--- config.mk ---
export PLATFORM = sky130hd
export DESIGN_NAME = life_like_automaton_row_step_flat
export DESIGN_NICKNAME = d
export VERILOG_FILES = /design/src/design/lla_pkg.sv /design/src/design/lla_ifs.sv /design/src/design/lla_cfg.sv /design/src/design/lla_front.sv /design/src/design/lla_queue.sv /design/src/design/lla_back.sv /design/src/design/life_like_automaton_row_step.sv /design/src/flat_wrapper.sv
export SDC_FILE = /design/constraint.sdc
export NUM_CORES = 2
export LEC_CHECK = 0
export ABC_AREA = 0
export BUFFER_PORTS_ARGS = -buffer_cell sky130_fd_sc_hd__buf_4
export CORE_AREA = 2 2 274 546
export DETAILED_ROUTE_END_ITERATION = 6
export DIE_AREA = 0 0 276 548
export GPL_TIMING_DRIVEN = 0
export HOLD_SLACK_MARGIN = 0.08
export MAX_ROUTING_LAYER = met4
export PLACE_DENSITY_LB_ADDON = 0.2
export SLEW_MARGIN = 20
export SYNTH_ARGS = -nofsm -noshare
export SYNTH_HDL_FRONTEND = slang
export SYNTH_SLANG_ARGS = --single-unit
--- constraint.sdc ---
create_clock -name clk -period 19.6 [get_ports clk]
set_input_delay 0.98 -clock clk [delete_from_list [all_inputs] [get_ports clk]]
set_output_delay 0.98 -clock clk [all_outputs]
set_load 0.02 [all_outputs]
--- src/design/lla_pkg.sv ---
`timescale 1ns / 1ps
// ----------------------------------------------------------------------------
// lla_pkg: shared types and functions of the life-like automaton row step
// Row width, register codes, queue entry and the per-row rule function.
// ----------------------------------------------------------------------------
package lla_pkg;

  localparam int ROW_BITS   = 64;
  localparam int WIDTH_BITS = 7;
  localparam int RULE_BITS  = 9;
  localparam int CFG_ABITS  = 4;
  localparam int CFG_DBITS  = 32;

  typedef logic [ROW_BITS-1:0]   row_t;
  typedef logic [RULE_BITS-1:0]  rule_t;
  typedef logic [WIDTH_BITS-1:0] width_t;

  typedef enum logic [1:0] {
    REG_ROW_WIDTH    = 2'd0,
    REG_BIRTH_MASK   = 2'd1,
    REG_SURVIVE_MASK = 2'd2
  } reg_idx_t;

  typedef struct packed {
    row_t  row_mask;
    rule_t birth;
    rule_t survive;
  } cfg_t;

  // dual: two results (held row, then the final row); done: frame_done of
  // a single result
  typedef struct packed {
    row_t top;
    row_t mid;
    row_t bot;
    logic dual;
    logic done;
  } task_t;

  function automatic row_t evolve(input row_t top, input row_t mid, input row_t bot,
                                  input row_t row_mask, input rule_t birth,
                                  input rule_t survive);
    logic [ROW_BITS+1:0] t_x;
    logic [ROW_BITS+1:0] m_x;
    logic [ROW_BITS+1:0] b_x;
    logic [3:0]          n;
    rule_t               rule;
    row_t                res;
    t_x = {1'b0, top & row_mask, 1'b0};
    m_x = {1'b0, mid & row_mask, 1'b0};
    b_x = {1'b0, bot & row_mask, 1'b0};
    res = '0;
    for (int i = 0; i < ROW_BITS; i++) begin
      n = 4'(t_x[i]) + 4'(t_x[i+1]) + 4'(t_x[i+2])
        + 4'(m_x[i]) + 4'(m_x[i+2])
        + 4'(b_x[i]) + 4'(b_x[i+1]) + 4'(b_x[i+2]);
      rule = m_x[i+1] ? survive : birth;
      res[i] = (n <= 4'd8) ? rule[n] : 1'b0;
    end
    return res & row_mask;
  endfunction

endpackage

--- src/design/lla_ifs.sv ---
`timescale 1ns / 1ps
// ----------------------------------------------------------------------------
// lla_ifs: stream channels of the life-like automaton row step
// Input rows and next-generation result rows, valid/ready handshake.
// ----------------------------------------------------------------------------
interface lla_in_if;
  logic          valid;
  logic          ready;
  lla_pkg::row_t row_cells;
  logic          last_row;

  modport source (output valid, output row_cells, output last_row, input ready);
  modport sink   (input valid, input row_cells, input last_row, output ready);
endinterface

interface lla_out_if;
  logic          valid;
  logic          ready;
  lla_pkg::row_t next_row;
  logic          frame_done;

  modport source (output valid, output next_row, output frame_done, input ready);
  modport sink   (input valid, input next_row, input frame_done, output ready);
endinterface

--- src/design/lla_cfg.sv ---
`timescale 1ns / 1ps
// ----------------------------------------------------------------------------
// lla_cfg: configuration registers
// APB-style register file for row width and the birth and survive masks.
// ----------------------------------------------------------------------------
module lla_cfg #(
  parameter int MAX_WIDTH = 64
) (
  input  logic                             clk,
  input  logic                             rst_n,
  input  logic                             psel,
  input  logic                             penable,
  input  logic                             pwrite,
  input  logic [lla_pkg::CFG_ABITS-1:0]    paddr,
  input  logic [lla_pkg::CFG_DBITS-1:0]    pwdata,
  output logic [lla_pkg::CFG_DBITS-1:0]    prdata,
  output logic                             pready,
  output lla_pkg::cfg_t                    cfg
);

  lla_pkg::width_t   width_r;
  lla_pkg::rule_t    birth_r;
  lla_pkg::rule_t    survive_r;
  lla_pkg::width_t   used_w;
  lla_pkg::reg_idx_t idx;
  logic              wr_en;

  assign idx    = lla_pkg::reg_idx_t'(paddr[3:2]);
  assign wr_en  = psel && penable && pwrite;
  assign pready = 1'b1;

  always_ff @(posedge clk) begin
    if (!rst_n) begin
      width_r   <= lla_pkg::width_t'(64);
      birth_r   <= lla_pkg::rule_t'(8);
      survive_r <= lla_pkg::rule_t'(12);
    end else if (wr_en) begin
      case (idx)
        lla_pkg::REG_ROW_WIDTH:    width_r   <= pwdata[lla_pkg::WIDTH_BITS-1:0];
        lla_pkg::REG_BIRTH_MASK:   birth_r   <= pwdata[lla_pkg::RULE_BITS-1:0];
        lla_pkg::REG_SURVIVE_MASK: survive_r <= pwdata[lla_pkg::RULE_BITS-1:0];
        default: ;
      endcase
    end
  end

  always_comb begin
    prdata = '0;
    case (idx)
      lla_pkg::REG_ROW_WIDTH:    prdata = lla_pkg::CFG_DBITS'(width_r);
      lla_pkg::REG_BIRTH_MASK:   prdata = lla_pkg::CFG_DBITS'(birth_r);
      lla_pkg::REG_SURVIVE_MASK: prdata = lla_pkg::CFG_DBITS'(survive_r);
      default:                   prdata = '0;
    endcase
  end

  // clamp the width into 1..MAX_WIDTH
  always_comb begin
    if (width_r == '0) begin
      used_w = lla_pkg::width_t'(1);
    end else if (width_r > lla_pkg::width_t'(MAX_WIDTH)) begin
      used_w = lla_pkg::width_t'(MAX_WIDTH);
    end else begin
      used_w = width_r;
    end
  end

  always_comb begin
    cfg.birth   = birth_r;
    cfg.survive = survive_r;
    for (int i = 0; i < lla_pkg::ROW_BITS; i++) begin
      cfg.row_mask[i] = (lla_pkg::width_t'(i) < used_w);
    end
  end

endmodule

--- src/design/lla_front.sv ---
`timescale 1ns / 1ps
// ----------------------------------------------------------------------------
// lla_front: row intake
// Hold the two previous rows and turn each row after the first, or a lone final row, into a task.
// ----------------------------------------------------------------------------
module lla_front (
  input  logic           clk,
  input  logic           rst_n,
  input  lla_pkg::cfg_t  cfg,
  lla_in_if.sink         in_ch,
  input  logic           q_full,
  output logic           push,
  output lla_pkg::task_t push_task
);

  lla_pkg::row_t upper_r, upper_nxt;
  lla_pkg::row_t middle_r, middle_nxt;
  logic          have_mid_r, have_mid_nxt;
  lla_pkg::row_t cur;
  logic          accept;

  assign in_ch.ready = !q_full;
  assign accept      = in_ch.valid && !q_full;
  assign cur         = in_ch.row_cells & cfg.row_mask;
  assign push        = accept && (have_mid_r || in_ch.last_row);

  always_comb begin
    push_task.top  = have_mid_r ? (upper_r & cfg.row_mask) : '0;
    push_task.mid  = have_mid_r ? (middle_r & cfg.row_mask) : cur;
    push_task.bot  = have_mid_r ? cur : '0;
    push_task.dual = have_mid_r && in_ch.last_row;
    push_task.done = !have_mid_r;
  end

  always_comb begin
    upper_nxt    = upper_r;
    middle_nxt   = middle_r;
    have_mid_nxt = have_mid_r;
    if (accept) begin
      if (in_ch.last_row) begin
        upper_nxt    = '0;
        middle_nxt   = '0;
        have_mid_nxt = 1'b0;
      end else begin
        upper_nxt    = have_mid_r ? (middle_r & cfg.row_mask) : '0;
        middle_nxt   = cur;
        have_mid_nxt = 1'b1;
      end
    end
  end

  always_ff @(posedge clk) begin
    if (!rst_n) begin
      upper_r    <= '0;
      middle_r   <= '0;
      have_mid_r <= 1'b0;
    end else begin
      upper_r    <= upper_nxt;
      middle_r   <= middle_nxt;
      have_mid_r <= have_mid_nxt;
    end
  end

endmodule

--- src/design/lla_queue.sv ---
`timescale 1ns / 1ps
// ----------------------------------------------------------------------------
// lla_queue: task queue
// Two-entry queue between the row intake and the rule evaluation.
// ----------------------------------------------------------------------------
module lla_queue (
  input  logic           clk,
  input  logic           rst_n,
  input  logic           push,
  input  lla_pkg::task_t push_task,
  output logic           full,
  input  logic           pop,
  output logic           head_valid,
  output lla_pkg::task_t head
);

  lla_pkg::task_t mem_r [2];
  logic           wr_ptr_r, wr_ptr_nxt;
  logic           rd_ptr_r, rd_ptr_nxt;
  logic [1:0]     count_r, count_nxt;
  logic           do_push, do_pop;

  assign full       = (count_r == 2'd2);
  assign head_valid = (count_r != 2'd0);
  assign head       = mem_r[rd_ptr_r];
  assign do_push    = push && !full;
  assign do_pop     = pop && head_valid;

  always_comb begin
    wr_ptr_nxt = do_push ? !wr_ptr_r : wr_ptr_r;
    rd_ptr_nxt = do_pop ? !rd_ptr_r : rd_ptr_r;
    count_nxt  = count_r;
    if (do_push && !do_pop) begin
      count_nxt = count_r + 2'd1;
    end else if (do_pop && !do_push) begin
      count_nxt = count_r - 2'd1;
    end
  end

  always_ff @(posedge clk) begin
    if (do_push) begin
      mem_r[wr_ptr_r] <= push_task;
    end
  end

  always_ff @(posedge clk) begin
    if (!rst_n) begin
      wr_ptr_r <= 1'b0;
      rd_ptr_r <= 1'b0;
      count_r  <= 2'd0;
    end else begin
      wr_ptr_r <= wr_ptr_nxt;
      rd_ptr_r <= rd_ptr_nxt;
      count_r  <= count_nxt;
    end
  end

endmodule

--- src/design/lla_back.sv ---
`timescale 1ns / 1ps
// ----------------------------------------------------------------------------
// lla_back: rule evaluation
// Apply the birth/survive rule on 64 lanes and register the result row.
// ----------------------------------------------------------------------------
module lla_back (
  input  logic           clk,
  input  logic           rst_n,
  input  lla_pkg::cfg_t  cfg,
  input  logic           head_valid,
  input  lla_pkg::task_t head,
  output logic           pop,
  lla_out_if.source      out_ch
);

  logic          phase_r, phase_nxt;
  logic          out_valid_r, out_valid_nxt;
  lla_pkg::row_t next_row_r;
  logic          frame_done_r;
  logic          load;
  logic          emit;
  lla_pkg::row_t a_row, b_row, c_row;
  logic          done;

  assign load = !out_valid_r || out_ch.ready;
  assign emit = load && head_valid;

  always_comb begin
    if (phase_r) begin
      a_row = head.mid;
      b_row = head.bot;
      c_row = '0;
    end else begin
      a_row = head.top;
      b_row = head.mid;
      c_row = head.bot;
    end
    done = head.dual ? phase_r : head.done;
  end

  always_comb begin
    pop           = 1'b0;
    phase_nxt     = phase_r;
    out_valid_nxt = out_valid_r;
    if (load) begin
      out_valid_nxt = head_valid;
    end
    if (emit) begin
      if (head.dual && !phase_r) begin
        phase_nxt = 1'b1;
      end else begin
        phase_nxt = 1'b0;
        pop       = 1'b1;
      end
    end
  end

  always_ff @(posedge clk) begin
    if (emit) begin
      next_row_r   <= lla_pkg::evolve(a_row, b_row, c_row, cfg.row_mask,
                                      cfg.birth, cfg.survive);
      frame_done_r <= done;
    end
  end

  always_ff @(posedge clk) begin
    if (!rst_n) begin
      phase_r     <= 1'b0;
      out_valid_r <= 1'b0;
    end else begin
      phase_r     <= phase_nxt;
      out_valid_r <= out_valid_nxt;
    end
  end

  assign out_ch.valid      = out_valid_r;
  assign out_ch.next_row   = next_row_r;
  assign out_ch.frame_done = frame_done_r;

endmodule

--- src/design/life_like_automaton_row_step.sv ---
`timescale 1ns / 1ps
// ----------------------------------------------------------------------------
// life_like_automaton_row_step: one generation of a B/S-rule automaton
// Rows stream in raster order; each row after the first yields the next
// generation of the row above, and the final row also yields its own.
// ----------------------------------------------------------------------------
//  channel   dir   beat payload                 handshake
//  in_ch     in    row_cells[63:0], last_row     valid/ready
//  out_ch    out   next_row[63:0], frame_done    valid/ready
//  cfg_*     in    row_width, birth/survive mask APB-style, pready tied high
//
//  One row per cycle while the task queue is not full; a final row that
//  follows a held row passes the rule stage once per result beat. Input
//  beats pass through the two-entry task queue and the output register.
//  Synchronous active-low reset empties the queue and drops any held row.
//  Input stalls only when the task queue is full; output stalls back up there.
// ----------------------------------------------------------------------------
module life_like_automaton_row_step #(
  parameter int MAX_WIDTH = 64
) (
  input  logic                          clk,
  input  logic                          rst_n,
  lla_in_if.sink                        in_ch,
  lla_out_if.source                     out_ch,
  input  logic                          cfg_psel,
  input  logic                          cfg_penable,
  input  logic                          cfg_pwrite,
  input  logic [lla_pkg::CFG_ABITS-1:0] cfg_paddr,
  input  logic [lla_pkg::CFG_DBITS-1:0] cfg_pwdata,
  output logic [lla_pkg::CFG_DBITS-1:0] cfg_prdata,
  output logic                          cfg_pready
);

  lla_pkg::cfg_t  cfg;
  logic           q_full;
  logic           push;
  lla_pkg::task_t push_task;
  logic           pop;
  logic           head_valid;
  lla_pkg::task_t head;

  lla_cfg #(
    .MAX_WIDTH (MAX_WIDTH)
  ) u_cfg (
    .clk     (clk),
    .rst_n   (rst_n),
    .psel    (cfg_psel),
    .penable (cfg_penable),
    .pwrite  (cfg_pwrite),
    .paddr   (cfg_paddr),
    .pwdata  (cfg_pwdata),
    .prdata  (cfg_prdata),
    .pready  (cfg_pready),
    .cfg     (cfg)
  );

  lla_front u_front (
    .clk       (clk),
    .rst_n     (rst_n),
    .cfg       (cfg),
    .in_ch     (in_ch),
    .q_full    (q_full),
    .push      (push),
    .push_task (push_task)
  );

  lla_queue u_queue (
    .clk        (clk),
    .rst_n      (rst_n),
    .push       (push),
    .push_task  (push_task),
    .full       (q_full),
    .pop        (pop),
    .head_valid (head_valid),
    .head       (head)
  );

  lla_back u_back (
    .clk        (clk),
    .rst_n      (rst_n),
    .cfg        (cfg),
    .head_valid (head_valid),
    .head       (head),
    .pop        (pop),
    .out_ch     (out_ch)
  );

endmodule
--- src/flat_wrapper.sv ---
// flat-port wrapper written by rule: the top's interface ports become plain ports
module life_like_automaton_row_step_flat 
#(
  parameter int MAX_WIDTH = 64
)
  (clk, rst_n, cfg_psel, cfg_penable, cfg_pwrite, cfg_paddr, cfg_pwdata, cfg_prdata, cfg_pready, in_ch_valid, in_ch_row_cells, in_ch_last_row, in_ch_ready, out_ch_valid, out_ch_next_row, out_ch_frame_done, out_ch_ready);
  lla_in_if in_ch_i ();
  lla_out_if out_ch_i ();
  input  logic clk;
  input  logic rst_n;
  input  logic cfg_psel;
  input  logic cfg_penable;
  input  logic cfg_pwrite;
  input  logic [lla_pkg::CFG_ABITS-1:0] cfg_paddr;
  input  logic [lla_pkg::CFG_DBITS-1:0] cfg_pwdata;
  output logic [lla_pkg::CFG_DBITS-1:0] cfg_prdata;
  output logic cfg_pready;
  input wire logic [$bits(in_ch_i.valid)-1:0] in_ch_valid;
  input wire logic [$bits(in_ch_i.row_cells)-1:0] in_ch_row_cells;
  input wire logic [$bits(in_ch_i.last_row)-1:0] in_ch_last_row;
  output wire logic [$bits(in_ch_i.ready)-1:0] in_ch_ready;
  output wire logic [$bits(out_ch_i.valid)-1:0] out_ch_valid;
  output wire logic [$bits(out_ch_i.next_row)-1:0] out_ch_next_row;
  output wire logic [$bits(out_ch_i.frame_done)-1:0] out_ch_frame_done;
  input wire logic [$bits(out_ch_i.ready)-1:0] out_ch_ready;
  assign in_ch_i.valid = in_ch_valid;
  assign in_ch_i.row_cells = in_ch_row_cells;
  assign in_ch_i.last_row = in_ch_last_row;
  assign in_ch_ready = in_ch_i.ready;
  assign out_ch_valid = out_ch_i.valid;
  assign out_ch_next_row = out_ch_i.next_row;
  assign out_ch_frame_done = out_ch_i.frame_done;
  assign out_ch_i.ready = out_ch_ready;
  life_like_automaton_row_step #(.MAX_WIDTH(MAX_WIDTH)) u_core (.clk(clk), .rst_n(rst_n), .in_ch(in_ch_i), .out_ch(out_ch_i), .cfg_psel(cfg_psel), .cfg_penable(cfg_penable), .cfg_pwrite(cfg_pwrite), .cfg_paddr(cfg_paddr), .cfg_pwdata(cfg_pwdata), .cfg_prdata(cfg_prdata), .cfg_pready(cfg_pready));
endmodule
# After elaboration in Yosys (flattened, before gate mapping)
# Memories as Yosys holds them, arrays and structs flattened. A register that Yosys moved wholly into a read port is not among the register bits.
# Cells that the tools add are included.
# totals
register_bits	225
mem_bits_rw	388
inputBits	108
word_cells	967
mem_count	1
# op_classes
add_sub_neg	443
order_cmp	193
eq_ne	3
mux	279
n_bitwise	7
reduce_logical	28
# memory_table
name	words	word_bits	rd	rd_clocked_by_memory_dff	wr	line	source
u_core.u_queue.mem_r	2	194	1	1	1	lla_queue.sv:17	lla_pkg::task_t mem_r [2];
# op_table
op	count
4-bit by 1-bit adder with 4-bit output	252
64-bit two-way mux	9
9-bit two-way mux	64
64-bit bitwise AND	7
4-bit by 5-bit less-than comparator with 1-bit output, second input constant	64
1-bit binary-select mux with 4-bit select	64
4-bit <= comparator, second input constant	64
3-bit by 1-bit adder with 4-bit output	63
6-bit by 7-bit less-than comparator with 1-bit output, first input constant	32
2-bit by 1-bit adder with 3-bit output	63
1-bit two-way mux	137
1-bit by 1-bit adder with 2-bit output	63
5-bit by 7-bit less-than comparator with 1-bit output, first input constant	16
4-bit by 7-bit less-than comparator with 1-bit output, first input constant	8
3-bit by 7-bit less-than comparator with 1-bit output, first input constant	4
9-bit one-hot mux with 3 select lines	1
1-bit by 7-bit less-than comparator with 1-bit output, first input constant	2
2-bit by 7-bit less-than comparator with 1-bit output, first input constant	2
7-bit two-way mux	2
1-bit logical AND	11
1-bit logical NOT	8
7-bit greater-than comparator, second input constant	1
7-bit logical NOT	1
2-bit AND reduction	3
8 further kinds	12

# Depth between registers and ports, before layout
# depth
ltp_word	16
mapped_depth	25
depth_no_buf	20

# Modules after synthesis
# From an unflattened synthesis, not the netlist that was laid out.
# unflattened
hier_cells	4540
area_unflattened_um2	51520.7
# by_module_without_submodules
module	instances	cells_each	area_per_inst_um2
lla_back	1	2912	27831.7
lla_queue	1	629	14905.5
lla_front	1	729	6762.7
lla_cfg	1	270	2020.7

# Least setup slack after synthesis
# Ideal clock, no wire load.
# synth_path
path_type	input to register
startpoint	input in_ch_last_row
endpoint	register u_core.u_queue.wr_ptr_r
t_arrival_ns	10.058
t_required_ns	19.504
setup_slack_ns	9.446
cell_stages	4
path_buffers	1
path_cell_list	clkbuf_1 > o21ai_0 > nor2_1 > o21a_1
# synth_between
elab_chain_cells	3
# synth_rtl
element	line	source
start, declared	flat_wrapper.sv:20	input wire logic [$bits(in_ch_i.last_row)-1:0] in_ch_last_row;
1-bit logical OR	lla_front.sv:25	assign push = accept && (have_mid_r || in_ch.last_row);
1-bit logical AND	lla_front.sv:25	
1-bit logical AND	lla_queue.sv:26	assign do_push = push && !full;
end signal, assigned	lla_queue.sv:52	wr_ptr_r <= wr_ptr_nxt;
end, declared	lla_queue.sv:18	logic wr_ptr_r, wr_ptr_nxt;
# No other way between the ends.
# A chain may end at the register's enable or synchronous reset.

# Worst setup path in the final report
# layout_path
startpoint	register u_core.u_back.phase_r
endpoint	register u_core.u_back.next_row_r[1], in the netlist u_core.u_back.out_ch.next_row[1], data pin
# layout_between
elab_chain_cells	13
# layout_rtl
element	line	source
start, declared	lla_back.sv:16	logic phase_r, phase_nxt;
start signal, assigned	lla_back.sv:71	phase_r <= phase_nxt;
64-bit two-way mux	lla_back.sv:29	if (phase_r) begin
64-bit bitwise AND	lla_pkg.sv:49	t_x = {1'b0, top & row_mask, 1'b0};
1-bit by 1-bit adder with 2-bit output	lla_pkg.sv:54	n = 4'(t_x[i]) + 4'(t_x[i+1]) + 4'(t_x[i+2])
2-bit by 1-bit adder with 3-bit output	lla_pkg.sv:54	
3-bit by 1-bit adder with 4-bit output	lla_pkg.sv:55	+ 4'(m_x[i]) + 4'(m_x[i+2])
4-bit by 1-bit adder with 4-bit output	lla_pkg.sv:55	
4-bit by 1-bit adder with 4-bit output (3 in series)	lla_pkg.sv:56	+ 4'(b_x[i]) + 4'(b_x[i+1]) + 4'(b_x[i+2]);
1-bit binary-select mux with 4-bit select	lla_pkg.sv:58	res[i] = (n <= 4'd8) ? rule[n] : 1'b0;
1-bit two-way mux (implied by the code)	lla_pkg.sv:58	
1-bit two-way mux *	lla_pkg.sv:58	
64-bit bitwise AND *	lla_pkg.sv:60	return res & row_mask;
end signal, assigned	lla_back.sv:60	next_row_r <= lla_pkg::evolve(a_row, b_row, c_row, cfg.row_mask,
end, declared	lla_back.sv:18	lla_pkg::row_t next_row_r;
# Every way passes the cells marked *; elsewhere a longest branch is shown, timed or not. The select of a mux whose other input is x is not followed.

==> impl_results.md <==
* Num ports at about 210
* Measured slew at the worst slew-check pin at between 1 and 1.5 ns
* Yosys warnings at 0
* Gpl congestion at 1.11
* Register area share after synthesis at 0.329
* Violated checks: DRC
* HP Class: register to register
* MaxCap Viol Count at 0
* Min cycle time layout at 9.09 ns
* Final hold viol count at 0
* Overall routing resource usage at 0.370
* Min-Delay Startpoint: u_core.u_front.middle_r[52]$_SDFFE_PN0P_
* Post-DRT Antenna Nets at 0
* Cts hold-fix bufs at 0
* Die area at between 150,000 and 200,000 um2
* Die H at 548 um
* Root buf cell: clkbuf_16
* Crit path capture type: register
* Slew headroom at 0.118
* Grt ovf at 0
* Crit-path slowest cell: clkbuf_2
* Worst Hold Depth at 2
* RSZ-0062 raised after global routing: false
* Clk_lat worst skew at roughly 0.74 ns
* # fillers at between 10,000 and 15,000
* Crit Path Category: register to register
* CP Data Arrival Time at roughly 9.6 ns
* Routed len/inst at 39.3 um
* FF-to-FF Start: u_core.u_back.phase_r$_SDFFE_PN0P_
* Crit-path cells: buf_2, buf_6, buf_6, buf_2, buf_2, clkbuf_2, clkbuf_2, o21ai_0, ha_1, inv_1, fa_1, inv_1, fa_1, inv_1, fa_1, fa_1, xnor2_1, mux4_2, mux4_2, nand2_1, a21oi_1
* Setup_tns at 0 ns
* Number of synthesized flops with an enable pin at around 450
* CTS max path bufs at 3
* Fin. max-slew vios at 0
* # DRC at 52
* Crit share post-route at 0.464
* Vias in the first global route at ~43,000
* Clock transition at path regs at about 0.07 ns
* Starting Density at 0.349
* FF-to-FF path depth at 21
* CP required at approximately 20 ns
* Synth unique cells at 120
* Setup violation total in the final timing report at 0
* Clock sink total at between 600 and 700
* Synth Flop Type: edfxtp_1
* IO buf count at between 150 and 200
* Vias per inst at 6.18
* Ys async rst share at 0
* Cells after synthesis at about 4,800
* Worst R2R Setup Slack at between 10 and 15 ns
* Routed WL at roughly 280,000 um
* Via count at about 44,000
* Pin count of the biggest net entering global routing at 49
* Reg-to-Reg End: u_core.u_back.out_ch.next_row[1]$_DFFE_PP_
* H-Tree Level Count at 2
* Nets at around 5,600
* Layout cells sized above 1 at 0.171
* CP Launch Type: register
* Post-Syn Area at about 51,000 um2
* Initial DRC count at between 4,000 and 5,000
* Clock skew at 0.0488 ns
* DP Wirelength at approximately 220,000 um
* Worst hold endpoint: u_core.u_front.middle_r[52]$_SDFFE_PN0P_
* Initial antenna violation count at 21
* Critical path's most frequent cell: fa_1
* Crit path largest cell delay at slightly below 0.7 ns
* CTS tree: yes
* CORE AREA at roughly 150,000 um2
* PostCTS Resize Cnt at 0
* First-pass GRT wire length at between 300,000 and 400,000 um
* DR pass1 iterations at 7
* Setup Buffers After CTS at 0
* #FFs+latches synth at about 610
* Die width at 276 um
* Synth Area per Inst at ~11 um2
* Status: finished, violations left
* Fmax at 0.110 GHz
* CTS buffer count at slightly below 60
* Max FO, Critical Path at 13
* Row cnt at slightly below 200
* Area Overhead vs Synth at 13.0%
critical path, delay by kind of cell (launching register included):
family,cells,cell delay (ns)
fa+ha+maj,5,2.31
compound gates,2,0.60
flops,1,0.34
xor+xnor,1,0.55
buf+inv,10,3.73
mux,2,1.08
simple gates,1,0.08
cells in the final DEF, fill, tap and decap left out, types with 27 or more instances in the layout:
cell	instances
nor2b_1	127
o21bai_1	28
inv_1	516
o21ai_0	72
nand4b_1	59
nand2b_1	27
diode_2	27
a21oi_1	107
mux2_2	93
a211oi_1	50
clkbuf_16	60
mux2i_1	488
mux4_2	183
nand2_1	341
buf_1	34
buf_4	206
or3_1	28
and3_1	131
clkbuf_2	65
edfxtp_1	453
dfxtp_1	161
nor3_1	43
a21o_1	89
xnor2_1	59
fa_1	194
clkbuf_1	171
xor2_1	56
ha_1	247
a32oi_1	62
nor2_1	170
a21boi_0	68
buf_2	55
nand3_1	75
kinds of logic after synthesis:
group           count (synthesis)  synth area share
simple gates                 1180             0.123
other cells                     2          0.000147
mux                           794             0.211
fa+ha+maj                     441             0.136
buf+inv                       904            0.0752
compound gates                734             0.106
xor+xnor                      117            0.0200
flops                         614             0.329
how the worst max path moves through the flow:
stage                                        from                                    endpoint  slack, ns  cells past startpoint
2_1_floorplan                      in_ch_last_row        u_core.u_queue.wr_ptr_r$_SDFFE_PN0P_       9.45                      4
3_3_place_gp                          in_ch_valid        u_core.u_queue.wr_ptr_r$_SDFFE_PN0P_       2.85                      5
3_5_place_dp   u_core.u_back.phase_r$_SDFFE_PN0P_  u_core.u_back.out_ch.next_row[1]$_DFFE_PP_      10.63                     21
4_1_cts        u_core.u_back.phase_r$_SDFFE_PN0P_  u_core.u_back.out_ch.next_row[1]$_DFFE_PP_      10.62                     21
5_1_grt        u_core.u_back.phase_r$_SDFFE_PN0P_  u_core.u_back.out_ch.next_row[1]$_DFFE_PP_      10.57                     21
6_report       u_core.u_back.phase_r$_SDFFE_PN0P_  u_core.u_back.out_ch.next_row[1]$_DFFE_PP_      10.51                     21
per-stage QoR:
| step | setup slack [ns] | hold WS, ns | std cells | util | instance area (um2) |
|---|---|---|---|---|---|
| global placement | 2.85 | 0.466 | 6873 | 0.373 | 54800 |
| floorplan | 9.45 | 0.451 | 4808 | - | 51300 |
| finish | 10.51 | 0.482 | 7047 | 0.394 | 57900 |
| CTS | 10.62 | 0.483 | 7017 | 0.393 | 57700 |
| global route | 10.57 | 0.507 | 7037 | 0.394 | 57800 |
| detailed placement | 10.63 | 0.474 | 6908 | 0.379 | 55700 |
cell usage after synthesis, drive strengths merged, types with 78 or more instances:
master | number | share of area
edfxtp | 453 | 0.27
inv | 519 | 0.038
mux2 | 94 | 0.021
nor2b | 127 | 0.016
nor2 | 178 | 0.013
dfxtp | 161 | 0.063
ha | 247 | 0.060
nand2 | 346 | 0.026
mux2i | 491 | 0.096
o21ai | 93 | 0.0098
buf | 153 | 0.019
a21oi | 113 | 0.011
nand3 | 78 | 0.0079
fa | 194 | 0.076
and3 | 131 | 0.016
mux4 | 209 | 0.094
a21o | 90 | 0.013
clkbuf | 227 | 0.017
metal layers:
layer,vias up,part of all wire,track usage
met5,-,0,-
met4,0,0.12,0.364
met3,968,0.071,0.0666
met2,2640,0.47,0.587
met1,22000,0.34,0.384
li1,18000,-,-
flip-flops by register name, summed over array words and instances (netlist names), named ones only:
signal / count
u_core.u_queue.mem_r: 388
u_core.u_back.out_ch.next_row: 64
u_core.u_front.middle_r: 64
u_core.u_front.upper_r: 64
u_core.u_cfg.birth_r: 9
u_core.u_cfg.survive_r: 9
u_core.u_cfg.width_r: 7
u_core.u_queue.count_r: 2
u_core.u_back.out_ch.frame_done: 1
u_core.u_back.out_ch.valid: 1
u_core.u_back.phase_r: 1
u_core.u_front.have_mid_r: 1
u_core.u_queue.rd_ptr_r: 1
u_core.u_queue.wr_ptr_r: 1
area by class of cell:
cell class	instances	area, um2	share of cell area
multi-input cells	3290	30800	0.532
flip-flops and latches	614	16800	0.291
well taps	1909	2390	0.0413
plain buffers	383	1990	0.0344
inverters	521	1960	0.0338
repair buffers	194	1840	0.0317
clock buffers	78	1650	0.0285
clock inverters	31	383	0.00662
diodes	27	67.6	0.00117
Power is left out: the tool's default activity adds up to more than one toggle a clock period on the data nets, which glitch-free logic cannot reach.
